<file path="config.mk">
export PLATFORM = sky130hd
export DESIGN_NAME = sector_cache_clock_directory_flat
export DESIGN_NICKNAME = d
export VERILOG_FILES = /design/src/sv/scd_pkg.sv /design/src/sv/scd_if.sv /design/src/sv/sector_cache_clock_directory.sv /design/src/flat_wrapper.sv
export SDC_FILE = /design/constraint.sdc
export NUM_CORES = 2
export LEC_CHECK = 0
export BUFFER_PORTS_ARGS = -buffer_cell sky130_fd_sc_hd__clkbuf_2
export CAP_MARGIN = 20
export CORE_UTILIZATION = 47
export CTS_CLUSTER_DIAMETER = 120
export CTS_CLUSTER_SIZE = 16
export DETAILED_ROUTE_END_ITERATION = 7
export HOLD_SLACK_MARGIN = 0.12
export PLACE_DENSITY = 0.66
export SETUP_SLACK_MARGIN = 0.05
export SYNTH_ARGS = -nofsm -noshare
export SYNTH_HDL_FRONTEND = slang
export SYNTH_SLANG_ARGS = --single-unit
</file>
<file path="constraint.sdc">
create_clock -name i_clk -period 11.1 [get_ports i_clk]
set_clock_uncertainty 0.05 [all_clocks]
set_input_delay 2.22 -clock i_clk [delete_from_list [all_inputs] [get_ports i_clk]]
set_output_delay 2.22 -clock i_clk [all_outputs]
set_load 0.01 [all_outputs]
</file>
<file path="src/sv/scd_pkg.sv">
// ----------------------------------------------------------------------------
// scd_pkg
// Shared types, sizes and request codes of the sector cache clock directory.
// ----------------------------------------------------------------------------
package scd_pkg;

    localparam int ENTRY_COUNT  = 64;
    localparam int IDX_W        = (ENTRY_COUNT > 1) ? $clog2(ENTRY_COUNT) : 1;
    localparam int SLOT_W       = 6;
    localparam int SECTOR_W     = 32;
    localparam int RESULT_LIMIT = 64;
    localparam int CNT_W        = $clog2(RESULT_LIMIT + 1);

    typedef logic [IDX_W-1:0]    t_idx;
    typedef logic [SLOT_W-1:0]   t_slot;
    typedef logic [SECTOR_W-1:0] t_sector;
    typedef logic [CNT_W-1:0]    t_cnt;

    localparam t_idx LAST_IDX  = t_idx'(ENTRY_COUNT - 1);
    localparam t_cnt CNT_LIMIT = t_cnt'(RESULT_LIMIT);

    typedef enum logic [1:0] {
        REQ_READ  = 2'd0,
        REQ_WRITE = 2'd1,
        REQ_FLUSH = 2'd2,
        REQ_NONE  = 2'd3
    } t_req;

    function automatic t_slot to_slot(t_idx idx);
        logic [31:0] w;
        w = 32'(idx);
        return w[SLOT_W-1:0];
    endfunction

endpackage

</file>
<file path="src/sv/scd_if.sv">
// ----------------------------------------------------------------------------
// scd_req_if / scd_rsp_if
// Valid/ready channels carrying request items and result items.
// ----------------------------------------------------------------------------
interface scd_req_if import scd_pkg::*; ();
    logic       valid;
    logic       ready;
    logic [1:0] req_type;
    t_sector    sector;

    modport source (output valid, req_type, sector, input ready);
    modport sink (input valid, req_type, sector, output ready);
endinterface

interface scd_rsp_if import scd_pkg::*; ();
    logic    valid;
    logic    ready;
    t_slot   slot;
    logic    hit;
    logic    fill;
    logic    writeback;
    t_sector writeback_sector;
    logic    last;

    modport source (output valid, slot, hit, fill, writeback, writeback_sector, last,
                    input ready);
    modport sink (input valid, slot, hit, fill, writeback, writeback_sector, last,
                  output ready);
endinterface

</file>
<file path="src/sv/sector_cache_clock_directory.sv">
// ----------------------------------------------------------------------------
// sector_cache_clock_directory
// Directory of a fully associative disk-sector cache with clock replacement.
//
// i_req takes one item at a time (read, write, flush); o_rsp returns results
// through an output register, so a result may wait there while the next item
// is taken. Tag, dirty and reference bits share one synchronous RAM with a
// registered read port; a flip-flop valid vector, cleared by reset, marks
// written entries. No cycle reads and writes the same entry.
// Read or write: the tag scan reads one entry per cycle and stops at the
// first hit. A miss scans all ENTRY_COUNT entries, then the clock hand
// examines one slot per cycle (1 .. ENTRY_COUNT + 1 slots) after a first
// RAM read of the slot under the hand.
// Flush: each entry is read, then checked; results come in ascending slot
// order, last set on the final one.
// Request type 3 is dropped at acceptance with no result.
// Reset: synchronous, active low; clears the valid vector, the hand and the
// channels. A stalled receiver holds the output register; the sequencer waits
// until the register frees before loading the next result.
// ----------------------------------------------------------------------------
module sector_cache_clock_directory import scd_pkg::*; (
    input  logic           i_clk,
    input  logic           i_rst_n,
    scd_req_if.sink        i_req,
    scd_rsp_if.source      o_rsp
);

    typedef enum logic [2:0] {
        S_IDLE,
        S_LK_SCAN,
        S_HIT,
        S_SWEEP,
        S_VICT_OUT,
        S_FL_SCAN,
        S_FL_CHK,
        S_FL_END
    } t_state;

    typedef struct packed {
        t_sector tag;
        logic    dirty;
        logic    referenced;
    } t_entry;

    t_state           r_state;
    t_req             r_req;
    t_sector          r_sector;
    t_idx             r_idx;
    t_idx             r_ridx;
    logic             r_rv;
    logic             r_issue_done;
    t_idx             r_hand;
    t_idx             r_sidx;
    logic             r_srv;
    t_idx             r_victim;
    logic             r_wb;
    t_cnt             r_cnt;
    logic             r_have_pend;
    t_idx             r_pend_idx;
    t_sector          r_pend_tag;
    logic [ENTRY_COUNT-1:0] r_valid;

    logic             r_o_valid;
    t_slot            r_o_slot;
    logic             r_o_hit;
    logic             r_o_fill;
    logic             r_o_wb;
    t_sector          r_o_wbs;
    logic             r_o_last;

    t_entry           entry_mem [ENTRY_COUNT];
    t_entry           r_rdata;

    logic             out_free;
    logic             accept;
    logic             mem_re;
    t_idx             mem_raddr;
    logic             mem_we;
    t_idx             mem_waddr;
    t_entry           mem_wdata;
    logic             lk_match;
    logic             fl_sel;
    logic             sw_take;
    t_idx             hand_next;
    t_idx             sidx_next;

    assign out_free  = !r_o_valid || o_rsp.ready;
    assign accept    = i_req.valid && i_req.ready;
    assign i_req.ready = (r_state == S_IDLE);

    assign lk_match  = r_valid[r_ridx] && (r_rdata.tag == r_sector);
    assign fl_sel    = r_valid[r_idx] && r_rdata.dirty && (r_cnt < CNT_LIMIT);
    assign sw_take   = !r_valid[r_hand] || !r_rdata.referenced;
    assign hand_next = (r_hand == LAST_IDX) ? '0 : r_hand + 1'b1;
    assign sidx_next = (r_sidx == LAST_IDX) ? '0 : r_sidx + 1'b1;

    always_comb begin
        mem_re    = 1'b0;
        mem_raddr = r_idx;
        mem_we    = 1'b0;
        mem_waddr = r_hand;
        mem_wdata = r_rdata;
        case (r_state)
            S_LK_SCAN: mem_re = !r_issue_done && !(r_rv && lk_match);
            S_HIT: begin
                mem_we               = out_free;
                mem_waddr            = r_victim;
                mem_wdata.dirty      = r_rdata.dirty || (r_req == REQ_WRITE);
                mem_wdata.referenced = 1'b1;
            end
            S_SWEEP: begin
                mem_raddr            = r_sidx;
                mem_re               = !(r_srv && sw_take);
                mem_we               = r_srv && !sw_take;
                mem_wdata.referenced = 1'b0;
            end
            S_VICT_OUT: begin
                mem_we               = out_free;
                mem_waddr            = r_victim;
                mem_wdata.tag        = r_sector;
                mem_wdata.dirty      = (r_req == REQ_WRITE);
                mem_wdata.referenced = 1'b1;
            end
            S_FL_SCAN: mem_re = 1'b1;
            S_FL_CHK: begin
                mem_we          = fl_sel && (!r_have_pend || out_free);
                mem_waddr       = r_idx;
                mem_wdata.dirty = 1'b0;
            end
            default: ;
        endcase
    end

    always_ff @(posedge i_clk) begin
        if (mem_we) begin
            entry_mem[mem_waddr] <= mem_wdata;
        end
        if (mem_re) begin
            r_rdata <= entry_mem[mem_raddr];
        end
    end

    always_ff @(posedge i_clk) begin
        if (!i_rst_n) begin
            r_state      <= S_IDLE;
            r_valid      <= '0;
            r_hand       <= '0;
            r_o_valid    <= 1'b0;
            r_rv         <= 1'b0;
            r_srv        <= 1'b0;
            r_issue_done <= 1'b0;
            r_have_pend  <= 1'b0;
            r_cnt        <= '0;
            r_idx        <= '0;
        end else begin
            if (o_rsp.ready) begin
                r_o_valid <= 1'b0;
            end
            case (r_state)
                S_IDLE: begin
                    if (accept) begin
                        r_req        <= t_req'(i_req.req_type);
                        r_sector     <= i_req.sector;
                        r_idx        <= '0;
                        r_rv         <= 1'b0;
                        r_issue_done <= 1'b0;
                        r_cnt        <= '0;
                        r_have_pend  <= 1'b0;
                        case (t_req'(i_req.req_type))
                            REQ_READ:  r_state <= S_LK_SCAN;
                            REQ_WRITE: r_state <= S_LK_SCAN;
                            REQ_FLUSH: r_state <= S_FL_SCAN;
                            default:   r_state <= S_IDLE;
                        endcase
                    end
                end
                S_LK_SCAN: begin
                    r_rv   <= !r_issue_done;
                    r_ridx <= r_idx;
                    if (!r_issue_done) begin
                        if (r_idx == LAST_IDX) begin
                            r_issue_done <= 1'b1;
                        end else begin
                            r_idx <= r_idx + 1'b1;
                        end
                    end
                    if (r_rv) begin
                        if (lk_match) begin
                            r_victim <= r_ridx;
                            r_state  <= S_HIT;
                        end else if (r_ridx == LAST_IDX) begin
                            r_sidx  <= r_hand;
                            r_srv   <= 1'b0;
                            r_state <= S_SWEEP;
                        end
                    end
                end
                S_HIT: begin
                    if (out_free) begin
                        r_o_valid         <= 1'b1;
                        r_o_slot          <= to_slot(r_victim);
                        r_o_hit           <= 1'b1;
                        r_o_fill          <= 1'b0;
                        r_o_wb            <= 1'b0;
                        r_o_wbs           <= '0;
                        r_o_last          <= 1'b1;
                        r_state           <= S_IDLE;
                    end
                end
                S_SWEEP: begin
                    r_sidx <= sidx_next;
                    r_srv  <= 1'b1;
                    if (r_srv) begin
                        r_hand <= hand_next;
                        if (sw_take) begin
                            r_victim <= r_hand;
                            r_wb     <= r_valid[r_hand] && r_rdata.dirty;
                            r_state  <= S_VICT_OUT;
                        end
                    end
                end
                S_VICT_OUT: begin
                    if (out_free) begin
                        r_o_valid         <= 1'b1;
                        r_o_slot          <= to_slot(r_victim);
                        r_o_hit           <= 1'b0;
                        r_o_fill          <= 1'b1;
                        r_o_wb            <= r_wb;
                        r_o_wbs           <= r_wb ? r_rdata.tag : '0;
                        r_o_last          <= 1'b1;
                        r_valid[r_victim] <= 1'b1;
                        r_state           <= S_IDLE;
                    end
                end
                S_FL_SCAN: begin
                    r_state <= S_FL_CHK;
                end
                S_FL_CHK: begin
                    if (fl_sel) begin
                        if (!r_have_pend || out_free) begin
                            if (r_have_pend) begin
                                r_o_valid <= 1'b1;
                                r_o_slot  <= to_slot(r_pend_idx);
                                r_o_hit   <= 1'b0;
                                r_o_fill  <= 1'b0;
                                r_o_wb    <= 1'b1;
                                r_o_wbs   <= r_pend_tag;
                                r_o_last  <= 1'b0;
                            end
                            r_pend_idx  <= r_idx;
                            r_pend_tag  <= r_rdata.tag;
                            r_have_pend <= 1'b1;
                            r_cnt       <= r_cnt + 1'b1;
                            if (r_idx == LAST_IDX) begin
                                r_state <= S_FL_END;
                            end else begin
                                r_idx   <= r_idx + 1'b1;
                                r_state <= S_FL_SCAN;
                            end
                        end
                    end else if (r_idx == LAST_IDX) begin
                        r_state <= S_FL_END;
                    end else begin
                        r_idx   <= r_idx + 1'b1;
                        r_state <= S_FL_SCAN;
                    end
                end
                S_FL_END: begin
                    if (!r_have_pend) begin
                        r_state <= S_IDLE;
                    end else if (out_free) begin
                        r_o_valid   <= 1'b1;
                        r_o_slot    <= to_slot(r_pend_idx);
                        r_o_hit     <= 1'b0;
                        r_o_fill    <= 1'b0;
                        r_o_wb      <= 1'b1;
                        r_o_wbs     <= r_pend_tag;
                        r_o_last    <= 1'b1;
                        r_have_pend <= 1'b0;
                        r_state     <= S_IDLE;
                    end
                end
                default: r_state <= S_IDLE;
            endcase
        end
    end

    assign o_rsp.valid            = r_o_valid;
    assign o_rsp.slot             = r_o_slot;
    assign o_rsp.hit              = r_o_hit;
    assign o_rsp.fill             = r_o_fill;
    assign o_rsp.writeback        = r_o_wb;
    assign o_rsp.writeback_sector = r_o_wbs;
    assign o_rsp.last             = r_o_last;

    a_hand_range: assert property (@(posedge i_clk) disable iff (!i_rst_n)
        r_hand <= LAST_IDX)
        else $error("clock hand out of range");

    a_victim_free: assert property (@(posedge i_clk) disable iff (!i_rst_n)
        (r_state == S_VICT_OUT) |-> !(r_valid[r_victim] && r_rdata.referenced))
        else $error("victim slot is valid and referenced");

    a_flush_limit: assert property (@(posedge i_clk) disable iff (!i_rst_n)
        r_cnt <= CNT_LIMIT)
        else $error("flush result count exceeds limit");

    a_wb_clean: assert property (@(posedge i_clk) disable iff (!i_rst_n)
        (r_o_valid && r_o_hit) |-> (!r_o_fill && !r_o_wb && r_o_last))
        else $error("hit result carries fill or writeback");

endmodule
</file>
<file path="src/flat_wrapper.sv">
// flat-port wrapper written by rule: the top's interface ports become plain ports
module sector_cache_clock_directory_flat import scd_pkg::*;
  (i_clk, i_rst_n, i_req_valid, i_req_req_type, i_req_sector, i_req_ready, o_rsp_valid, o_rsp_slot, o_rsp_hit, o_rsp_fill, o_rsp_writeback, o_rsp_writeback_sector, o_rsp_last, o_rsp_ready);
  scd_req_if i_req_i ();
  scd_rsp_if o_rsp_i ();
  input  logic i_clk;
  input  logic i_rst_n;
  input wire logic [$bits(i_req_i.valid)-1:0] i_req_valid;
  input wire logic [$bits(i_req_i.req_type)-1:0] i_req_req_type;
  input wire logic [$bits(i_req_i.sector)-1:0] i_req_sector;
  output wire logic [$bits(i_req_i.ready)-1:0] i_req_ready;
  output wire logic [$bits(o_rsp_i.valid)-1:0] o_rsp_valid;
  output wire logic [$bits(o_rsp_i.slot)-1:0] o_rsp_slot;
  output wire logic [$bits(o_rsp_i.hit)-1:0] o_rsp_hit;
  output wire logic [$bits(o_rsp_i.fill)-1:0] o_rsp_fill;
  output wire logic [$bits(o_rsp_i.writeback)-1:0] o_rsp_writeback;
  output wire logic [$bits(o_rsp_i.writeback_sector)-1:0] o_rsp_writeback_sector;
  output wire logic [$bits(o_rsp_i.last)-1:0] o_rsp_last;
  input wire logic [$bits(o_rsp_i.ready)-1:0] o_rsp_ready;
  assign i_req_i.valid = i_req_valid;
  assign i_req_i.req_type = i_req_req_type;
  assign i_req_i.sector = i_req_sector;
  assign i_req_ready = i_req_i.ready;
  assign o_rsp_valid = o_rsp_i.valid;
  assign o_rsp_slot = o_rsp_i.slot;
  assign o_rsp_hit = o_rsp_i.hit;
  assign o_rsp_fill = o_rsp_i.fill;
  assign o_rsp_writeback = o_rsp_i.writeback;
  assign o_rsp_writeback_sector = o_rsp_i.writeback_sector;
  assign o_rsp_last = o_rsp_i.last;
  assign o_rsp_i.ready = o_rsp_ready;
  sector_cache_clock_directory u_core (.i_clk(i_clk), .i_rst_n(i_rst_n), .i_req(i_req_i), .o_rsp(o_rsp_i));
endmodule
</file>
==> flow_metrics.env <==
export IMPL_run_status="finished, final reports clean"
export IMPL_fp_dieW_um=449.6
export IMPL_period_needed_ps=6336
export IMPL_port_buffers=81
export IMPL_slowest_delay_ps=970
export IMPL_io_pins=82
export IMPL_cp_end_kind="flop"
export IMPL_start_util_pct=47.51
export IMPL_mappedNetlistArea_mm2=0.09417
export IMPL_synth_edf_count=2343
export IMPL_synthXorXnorAreaFrac_pct=0.4371
export IMPL_ys_types=65
export IMPL_num_rows=163
export IMPL_rsz0062_at_grt="false"
export IMPL_syn2layout_area_growth_pct=9.928
export IMPL_die_height_um=449.6
export IMPL_period_share_pct=57.08
export IMPL_arrival_ps=6810
export IMPL_clock_latency_ps=840
export IMPL_path_clk_slew_ps=80
export IMPL_setup_viol=0
export IMPL_crit_top_cell="buf_12"
export IMPL_dp_hpwl_um=136800
export IMPL_hold_class="flop to flop"
export IMPL_grt_pass1_wl_um=356000
export IMPL_ys_flop_type="edfxtp_1"
export IMPL_post_cts_resized=0
export IMPL_yosysTopAreaCell="edfxtp_1"
export IMPL_dr_pass1_iters=6
export IMPL_cap_viol_max_count=0
export IMPL_hold_violations=0
export IMPL_postCtsHoldBufs=0
export IMPL_synth_top_area_share_pct=74.71
export IMPL_slew_headroom_pct=6.875
export IMPL_cts_buffer_depth=3
export IMPL_final_cell_mix="edfxtp_1 (2343), mux4_2 (578), a22oi_1 (180)"
export IMPL_setup_tns_ps=0
export IMPL_clock_sinks=2434
export IMPL_totalWireLength_um=253000
export IMPL_drv_slew=0
export IMPL_pre_cts_slack_ps=4906
export IMPL_cts_tree="yes"
export IMPL_post_drt_wl_per_cell_um=34.65
export IMPL_vdd_ir_drop_max_v=0.0001769
export IMPL_synthCells=4469
export IMPL_antenna_left=0
export IMPL_grt_use_total_pct=24.88
export IMPL_core_mm2=0.1982
export IMPL_yosysWarnings=0
export IMPL_synth_area_leaders="edfxtp_1 (75%), mux4_2 (14%), dfxtp_1 (1.9%)"
export IMPL_cts_setup_buffers=0
export IMPL_fin_nets=4669
export IMPL_grt_start_max_net_pins=134
export IMPL_root_buffer="clkbuf_16"
export IMPL_worst_slew_pin_slew_ps=1397
export IMPL_finalCoreUtilization_pct=52.22
export IMPL_antenna_found_initial=12
export IMPL_final_layout_size_suffix_gt1_share_pct=25.16
export IMPL_mostFrequentLayoutCell="edfxtp_1"
export IMPL_synth_yosys_seq_area_share_pct=76.64
export IMPL_synth_compound_area_share_pct=4.427
export IMPL_drc=0
export IMPL_num_vias=47930
export IMPL_syn_avg_cell_area_um2=21.07
export IMPL_synthAdderAreaFrac_pct=0.05314
export IMPL_max_freq_mhz=157.8
export IMPL_start_kind="flop"
export IMPL_ys_seq_elements=2434
export IMPL_slowest_stage="dfxtp_1"
export IMPL_dieArea_mm2=0.2022
export IMPL_drt_iter0_markers=6859
export IMPL_synth_simple_gate_area_share_pct=2.410
export IMPL_power_density_mw_per_mm2=186.7
export IMPL_numCtsBuffers=170
export IMPL_post_dp_cell_area_mm2=0.09881
export IMPL_worstPathCellList="inv_2, nor3_4, mux2i_4, buf_12, buf_12, mux4_2, a22o_1, a221oi_1, o221ai_1"
export IMPL_place_gp_congestion=0.8555
export IMPL_h_tree_depth=4
export IMPL_grt_pass1_vias=47150
export IMPL_ys_async_sr_fraction_pct=0
export IMPL_final_area_mm2=0.1035
export IMPL_synth_nets=4511
export IMPL_globalRouteOverflowTotal=0
export IMPL_synth_top_family_by_area="multiplexers"
export IMPL_crit_type="flop to flop"
export IMPL_via_per_inst=6.563
export IMPL_crit_fanout=107
export IMPL_synthMuxAreaShare_pct=14.74
export IMPL_power_leakage_uw=0.03266
export IMPL_layout_setup_ws_ps=4764
export IMPL_fill_cells=15130
export IMPL_required_ps=11570
[cells in the mapped netlist, types with 11 or more instances]
master,count
nand2_1,167
nand4_1,13
o21ai_0,22
xor2_1,36
a21oi_1,65
mux2_2,44
mux2i_1,32
inv_1,13
clkbuf_1,178
xnor2_1,11
nor2_1,133
buf_1,27
a22oi_1,180
a221oi_1,72
o221ai_1,35
mux4_2,578
a31oi_1,29
nand3_1,21
buf_2,60
nor3_1,75
a22o_1,102
edfxtp_1,2343
dfxtp_1,91
nor2b_1,11
[flip-flops by register name, indices dropped and copies added (netlist names), 7 cells and up]
register                       cells
u_core.r_valid                    64
u_core.entry_mem                2176
u_core.o_rsp.writeback_sector     32
u_core.r_rdata                    34
u_core.r_sector                   32
u_core.r_pend_tag                 32
u_core.r_cnt                       7
[metrics by stage]
step | std cells | hold slack (ps) | total power (µW)
floorplan | 4469 | 373.7 | 12580
global placement | 7069 | 414.1 | 13630
detailed placement | 7092 | 421.0 | 13710
CTS | 7292 | 431.4 | 19390
global route | 7301 | 461.0 | 19840
finish | 7303 | 433.1 | 19330
[metal layers]
metal,up-vias,part of all wire (%),global-route usage [%]
li1,19080,-,-
met1,25760,38,34.07
met2,2665,48,39.47
met3,418,9.6,4.630
met4,6,4.5,10.34
met5,-,0.016,0
[worst paths after layout]
kind / start / end / slack, ps / cells after the start
max: u_core.r_state[1] / u_core.r_rdata[18] / 4760 / 9
min: u_core.r_valid[7] / u_core.r_valid[7] / 430 / 2
max reg2reg: u_core.r_state[1] / u_core.r_rdata[18] / 4760 / 9
min reg2reg: u_core.r_valid[7] / u_core.r_valid[7] / 430 / 2
[critical path: cells and delay by family (launching register included)]
kind | cells | cell delay [ps]
compound gates | 3 | 1470
buf+inv | 3 | 1420
flops | 1 | 970
mux | 2 | 1010
simple gates | 1 | 750
[layout make-up]
cell class	count	area (µm²)	area share (%)
clock buffers	189	4432	4.281
repair buffers	258	1983	1.916
clock inverters	11	198.9	0.1922
well taps	2640	3303	3.191
diodes	8	20.02	0.01934
multi-input cells	1747	21350	20.62
flip-flops and latches	2434	72180	69.72
inverters	16	60.06	0.05801
[cell families (layout without fill, tap and decap cells)]
| family | Yosys count | count (layout) |
|---|---|---|
| flip-flops | 2434 | 2434 |
| multiplexers | 656 | 656 |
| AO/OA/AOI/OAI | 550 | 550 |
| AND/OR/NAND/NOR | 490 | 490 |
| buffers and inverters | 288 | 474 |
| XOR/XNOR | 47 | 47 |
| adder cells (fa/ha/maj) | 4 | 4 |
| other | 0 | 8 |
[report_power, final]
group / total, µW / switching (µW) / internal [µW]
Sequential: 10700 / 131 / 10600
Clock: 5810 / 2980 / 2830
Combinational: 2790 / 1780 / 1000
Power figures use the tool's default switching activity.
